===== src/rtl/ialu_pkg.sv =====
package ialu_pkg;

  typedef logic [4:0] cmd_t;

  localparam cmd_t CMD_ADDL   = 5'd0;
  localparam cmd_t CMD_ADDL_V = 5'd1;
  localparam cmd_t CMD_ADDQ   = 5'd2;
  localparam cmd_t CMD_ADDQ_V = 5'd3;
  localparam cmd_t CMD_S4ADDL = 5'd4;
  localparam cmd_t CMD_S8ADDL = 5'd5;
  localparam cmd_t CMD_S4ADDQ = 5'd6;
  localparam cmd_t CMD_S8ADDQ = 5'd7;
  localparam cmd_t CMD_CMPEQ  = 5'd8;
  localparam cmd_t CMD_CMPLE  = 5'd9;
  localparam cmd_t CMD_CMPLT  = 5'd10;
  localparam cmd_t CMD_CMPULE = 5'd11;
  localparam cmd_t CMD_CTLZ   = 5'd12;
  localparam cmd_t CMD_CTTZ   = 5'd13;
  localparam cmd_t CMD_MULL   = 5'd14;
  localparam cmd_t CMD_MULL_V = 5'd15;
  localparam cmd_t CMD_MULQ   = 5'd16;
  localparam cmd_t CMD_MULQ_V = 5'd17;
  localparam cmd_t CMD_UMULH  = 5'd18;
  localparam cmd_t CMD_SUBL   = 5'd19;
  localparam cmd_t CMD_SUBL_V = 5'd20;
  localparam cmd_t CMD_SUBQ   = 5'd21;
  localparam cmd_t CMD_SUBQ_V = 5'd22;
  localparam cmd_t CMD_S4SUBL = 5'd23;
  localparam cmd_t CMD_S8SUBL = 5'd24;
  localparam cmd_t CMD_S4SUBQ = 5'd25;
  localparam cmd_t CMD_S8SUBQ = 5'd26;

  typedef struct packed {
    cmd_t        command;
    logic [63:0] operand_a;
    logic [63:0] operand_b;
    logic        use_literal;
    logic [7:0]  literal_value;
  } ialu_in_t;

  typedef struct packed {
    logic [63:0] result;
    logic        overflow_trap;
  } ialu_out_t;

  // Per-stage load enables for the multiplier pipeline.
  typedef struct packed {
    logic s1;
    logic s2;
    logic s3;
  } ialu_adv_t;

  function automatic logic [63:0] sext32(input logic [31:0] v);
    return {{32{v[31]}}, v};
  endfunction

endpackage


===== src/rtl/ialu_alu.sv =====
module ialu_alu
  import ialu_pkg::*;
(
  input  cmd_t        cmd,
  input  logic [63:0] op_a,
  input  logic [63:0] op_b,
  output ialu_out_t   res
);

  logic [63:0] scaled;
  logic [63:0] sum;
  logic [63:0] diff;
  logic [63:0] b_rev;
  logic [6:0]  lz;
  logic [6:0]  tz;

  // Binary search in six halving steps; an all-zero word counts as 64.
  function automatic logic [6:0] lead_zeros(input logic [63:0] v);
    logic [63:0] x;
    logic [5:0]  n;
    x = v;
    n = '0;
    if (x[63:32] == '0) begin
      n[5] = 1'b1;
      x = x << 32;
    end
    if (x[63:48] == '0) begin
      n[4] = 1'b1;
      x = x << 16;
    end
    if (x[63:56] == '0) begin
      n[3] = 1'b1;
      x = x << 8;
    end
    if (x[63:60] == '0) begin
      n[2] = 1'b1;
      x = x << 4;
    end
    if (x[63:62] == '0) begin
      n[1] = 1'b1;
      x = x << 2;
    end
    if (!x[63]) begin
      n[0] = 1'b1;
    end
    if (v == '0) begin
      return 7'd64;
    end
    return {1'b0, n};
  endfunction

  always_comb begin
    if (cmd inside {CMD_S4ADDL, CMD_S4ADDQ, CMD_S4SUBL, CMD_S4SUBQ}) begin
      scaled = op_a << 2;
    end else if (cmd inside {CMD_S8ADDL, CMD_S8ADDQ, CMD_S8SUBL, CMD_S8SUBQ}) begin
      scaled = op_a << 3;
    end else begin
      scaled = op_a;
    end
  end

  assign sum  = scaled + op_b;
  assign diff = scaled - op_b;

  always_comb begin
    for (int i = 0; i < 64; i++) begin
      b_rev[i] = op_b[63 - i];
    end
  end

  assign lz = lead_zeros(op_b);
  assign tz = lead_zeros(b_rev);

  always_comb begin
    res = '0;
    case (cmd)
      CMD_ADDL, CMD_ADDL_V, CMD_S4ADDL, CMD_S8ADDL: begin
        res.result        = sext32(sum[31:0]);
        res.overflow_trap = (cmd == CMD_ADDL_V) &
                            (scaled[31] ^ sum[31]) & (op_b[31] ^ sum[31]);
      end
      CMD_ADDQ, CMD_ADDQ_V, CMD_S4ADDQ, CMD_S8ADDQ: begin
        res.result        = sum;
        res.overflow_trap = (cmd == CMD_ADDQ_V) &
                            (scaled[63] ^ sum[63]) & (op_b[63] ^ sum[63]);
      end
      CMD_SUBL, CMD_SUBL_V, CMD_S4SUBL, CMD_S8SUBL: begin
        res.result        = sext32(diff[31:0]);
        res.overflow_trap = (cmd == CMD_SUBL_V) &
                            (scaled[31] ^ op_b[31]) & (scaled[31] ^ diff[31]);
      end
      CMD_SUBQ, CMD_SUBQ_V, CMD_S4SUBQ, CMD_S8SUBQ: begin
        res.result        = diff;
        res.overflow_trap = (cmd == CMD_SUBQ_V) &
                            (scaled[63] ^ op_b[63]) & (scaled[63] ^ diff[63]);
      end
      CMD_CMPEQ:  res.result = {63'd0, op_a == op_b};
      CMD_CMPLE:  res.result = {63'd0, $signed(op_a) <= $signed(op_b)};
      CMD_CMPLT:  res.result = {63'd0, $signed(op_a) < $signed(op_b)};
      CMD_CMPULE: res.result = {63'd0, op_a <= op_b};
      CMD_CTLZ:   res.result = {57'd0, lz};
      CMD_CTTZ:   res.result = {57'd0, tz};
      default:    res = '0;
    endcase
  end

endmodule


===== config.mk =====
export PLATFORM = sky130hd
export DESIGN_NAME = ialu_alu
export DESIGN_NICKNAME = d
export VERILOG_FILES = /design/src/rtl/ialu_pkg.sv /design/src/rtl/ialu_alu.sv
export SDC_FILE = /design/constraint.sdc
export NUM_CORES = 1
export LEC_CHECK = 0
export ABC_AREA = 1
export BUFFER_PORTS_ARGS = -buffer_cell sky130_fd_sc_hd__buf_4
export CAP_MARGIN = 10
export CORE_MARGIN = 2
export CORE_UTILIZATION = 40
export DETAILED_ROUTE_END_ITERATION = 10
export PLACE_DENSITY = 0.67
export SLEW_MARGIN = 10
export SYNTH_ARGS = -nofsm -noshare
export SYNTH_HDL_FRONTEND = slang
export SYNTH_SLANG_ARGS = --single-unit

===== constraint.sdc =====
create_clock -name vclk -period 5.15
set_input_delay 0.2575 -clock vclk [all_inputs]
set_output_delay 0.2575 -clock vclk [all_outputs]
set_load 0.02 [all_outputs]

; Word level (Yosys, flattened, before mapping)
; Index checks and enable logic that the tools add are counted.
[totals]
wordCells = 94
output_inout_bits = 65
inputBits = 133
reg_bits = 0
[classes]
n_reduce_logical = 19
magnitude_cmp = 3
addsub = 2
mux = 32
n_eq_ne = 22
bitwise_logic = 16
[op_table]
columns = operator, count
row1 = 64-bit two-way mux, 12
row2 = 64-bit case mux with 10 select lines, 1
row3 = 64-bit <= comparator, 2
row4 = 64-bit zero test, 2
row5 = 64-bit adder, 1
row6 = 64-bit == test, 1
row7 = 32-bit zero test, 2
row8 = 64-bit less-than comparator, 1
row9 = 64-bit subtractor, 1
row10 = "5-bit == test, second input constant", 8
row11 = 16-bit zero test, 2
row12 = "5-bit by 4-bit == test with 1-bit output, second input constant", 6
row13 = 7-bit two-way mux, 4
row14 = "5-bit by 3-bit == test with 1-bit output, second input constant", 4
row15 = 8-bit zero test, 2
row16 = 4-bit OR reduction, 4
row17 = 1-bit two-way mux, 14
row18 = "5-bit by 2-bit == test with 1-bit output, second input constant", 2
row19 = 1-bit AND, 8
row20 = 4-bit zero test, 2
row21 = 4-bit nonzero test, 2
row22 = 1-bit bitwise XOR, 8
row23 = "5-bit by 1-bit == test with 1-bit output, second input constant", 1
row24 = 5-bit zero test, 1
row25 = 2 further kinds, 3

; Depth between registers and ports, before layout
[depth]
word_depth = 13
mapped_depth = 35
ltp_nobuf = 33

; Least setup slack after synthesis
; OpenSTA, ideal clock, no wires.
[synth_timing]
path_kind = input-to-output
start = in cmd[4]
end = out res[54] in the netlist's numbering
required_time_ps = 4893
n_path_buf = 4
path_slack_ps = 526
stages = 30
t_arrival_ps = 4367
path_cell_list = clkbuf_1 inv_1 nor2_1 inv_1 nor2_1 nor3_1 clkbuf_1 clkbuf_1 o21ai_0 o21ai_0 ha_1 buf_2 o21ai_0 inv_1 o21ai_1 a21oi_1 o21ai_0 a21o_1 a21boi_0 inv_1 nand3_1 nand2_1 a21boi_0 inv_1 nand2_1 nand2_1 nand3_1 nand3_1 nand2_1 o21ai_0
[synth_rtl]
columns = element, line_no
row1 = from (decl), ialu_alu.sv:4  ; input cmd_t cmd,
row2 = to (decl), ialu_alu.sv:7  ; output ialu_out_t res

==> flow_metrics.env <==
export IMPL_worstSetupStartpoint="cmd[3]"
export IMPL_initial_core_util_pct=40.5
export IMPL_drive_gt1_share_pct=15.3
export IMPL_end_kind="primary output"
export IMPL_dr_pass1_iters=6
export IMPL_antennaDiodeCount=0
export IMPL_fmax_mhz=202
export IMPL_num_rows=68
export IMPL_place_hpwl_um=63200
export IMPL_drtIter0Drc=1854
export IMPL_synth_nets=3030
export IMPL_ys_seq_area_share_pct=0
export IMPL_setup_viol=0
export IMPL_hp_start="cmd[1]"
export IMPL_drtAntennaViolNets=0
export IMPL_p_leak_uw=0.00930
export IMPL_p_per_area_mw_per_mm2=180
export IMPL_ctsHoldBuffers=0
export IMPL_use_met2_pct=65.6
export IMPL_ir_drop_mv=0.0901
export IMPL_cp_slowest_cell="ha_1"
export IMPL_critPathMaxFanout=5
export IMPL_final_hold_violation_count=0
export IMPL_cpPeakStageDelay_ns=0.37
export IMPL_via_per_inst=5.69
export IMPL_ys_top_cells_by_area="ha_1 (17%), inv_1 (15%), a21oi_1 (14%)"
export IMPL_crit_family="buffers and inverters"
export IMPL_cp_num_buf_inv=12
export IMPL_fin_hold_ws_ns=1.06
export IMPL_synth_cell_types=56
export IMPL_grt_start_max_net_pins=69
export IMPL_routedWlPerCell_um=21.6
export IMPL_status="finished clean"
export IMPL_fin_ws_ns=0.192
export IMPL_final_nets=3301
export IMPL_grtUsageMet1_pct=47.6
export IMPL_syn_area_per_cell_um2=5.16
export IMPL_grt_pass1_wl_um=108000
export IMPL_antenna_found_initial=1
export IMPL_required_ns=4.89
export IMPL_synth_area_mm2=0.0139
export IMPL_vias=19495
export IMPL_final_common_cell="inv_1"
export IMPL_grtUsageMet3_pct=5.93
export IMPL_critPathCapture="res[58]"
export IMPL_yosysTopAreaCellShare_pct=17.1
export IMPL_grt_total_usage_pct=39.2
export IMPL_max_slew_margin_pct=41.2
export IMPL_path_class="input pin to primary output"
export IMPL_seqCellArea_um2=0
export IMPL_die_w_um=191
export IMPL_core_mm2=0.0345
export IMPL_drc=0
export IMPL_gr_total_overflow=0
export IMPL_slew_viol_final=0
export IMPL_syn2layout_area_growth_pct=22.3
export IMPL_dieArea_mm2=0.0364
export IMPL_most_common_layout_cells="inv_1 (556), nand2_1 (391), nor2_1 (388)"
export IMPL_cap_viol_max_count=0
export IMPL_yosysTopAreaCell="ha_1"
export IMPL_pre_cts_ws_ns=-0.0302
export IMPL_worst_path_stages=33
export IMPL_routed_wl_um=73900
export IMPL_die_height_um=191
export IMPL_yosys_warnings=0
export IMPL_critPathMostFrequentCell="buf_4"
export IMPL_ios=198
export IMPL_tns_ns=0
export IMPL_grt_busiest_layer="met2"
export IMPL_fin_crit_sh_pct=96.3
export IMPL_start_kind="input pin"
export IMPL_numSequentialCells=0
export IMPL_worstHoldPathType="input pin to primary output"
export IMPL_syn_inst=2704
export IMPL_portBuffers=198
export IMPL_fin_crit_ns=4.96
export IMPL_cp_arrival_ns=4.70
export IMPL_place_congestion=1.04
export IMPL_worst_pin_slew_ns=0.873
export IMPL_clock_buffers=0
export IMPL_grt_pass1_vias=18541
[tightest hold or removal path: cells and delay by family]
kind                   cells  cell delay (ns)
buffers and inverters      2             0.25
AND/OR/NAND/NOR            3             0.22
AO/OA/AOI/OAI              1             0.07
[synthesized netlist by cell type (5+ instances only)]
cell type	n
o21ai_0	210
buf_2	11
ha_1	191
inv_1	556
a21boi_0	11
o21bai_1	9
nand3_1	144
inv_2	7
nor3_1	32
o221ai_1	7
nand2_2	7
clkbuf_1	68
nor2_1	392
nand4_1	17
a211oi_1	6
nand3b_1	5
nor4_1	9
o211ai_1	13
o21ai_1	12
a21o_1	8
nor2_4	9
nand2_1	396
o22ai_1	29
o21a_1	27
xor2_1	46
a31oi_1	20
a21boi_1	8
a21oi_1	401
or2_2	9
[cells by family after synthesis]
group,after synthesis,synth area share (%)
adders and majority gates,193,17.4
AOI/OAI and AO/OA,778,30.5
buffers and inverters,652,17.9
xor gates and xnor gates,48,3.01
and+or+nand+nor,1033,31.2
[metal layers]
metal	vias up	wire length, µm
met3	232	6510
met1	8894	29400
li1	9324	-
met5	-	18
met4	2	5220
met2	1043	32700
[area by class of cell]
cell class | count | area, µm²
Inverter | 564 | 2120
Timing Repair Buffer | 357 | 2700
Multi-Input combinational cell | 2052 | 11700
Fill cell | 3871 | 17400
Tap cell | 455 | 569
[how the worst min path moves through the flow]
| stage | endpoint | depth (start not counted) |
|---|---|---|
| floorplan | res[0] | 3 |
| global placement | res[1] | 6 |
| detailed placement | res[1] | 6 |
| CTS | res[1] | 6 |
| global route | res[1] | 6 |
| finish | res[1] | 6 |
[per-stage QoR]
step           util [%]  std cells  instance area (µm²)  power (µW)
2_1_floorplan         -       2704                13900        1670
3_3_place_gp       48.7       3421                16800        2900
3_5_place_dp       48.7       3421                16800        2910
4_1_cts            48.8       3421                16800        2920
5_1_grt            49.5       3428                17100        3300
6_report           49.5       3428                17100        3060
[timing repair]
item,4_1_cts,5_1_grt
gates resized for setup,1,73
buffers inserted,0,5
setup endpoints to repair,2,35
cloned,0,2
pin swaps,0,9
[where the power goes]
group          internal [µW]  switching, µW  total, µW
clock network              0              0          0
registers                  0              0          0
logic                   1100           1960       3060
No activity file was read; power rests on OpenSTA's default activity.
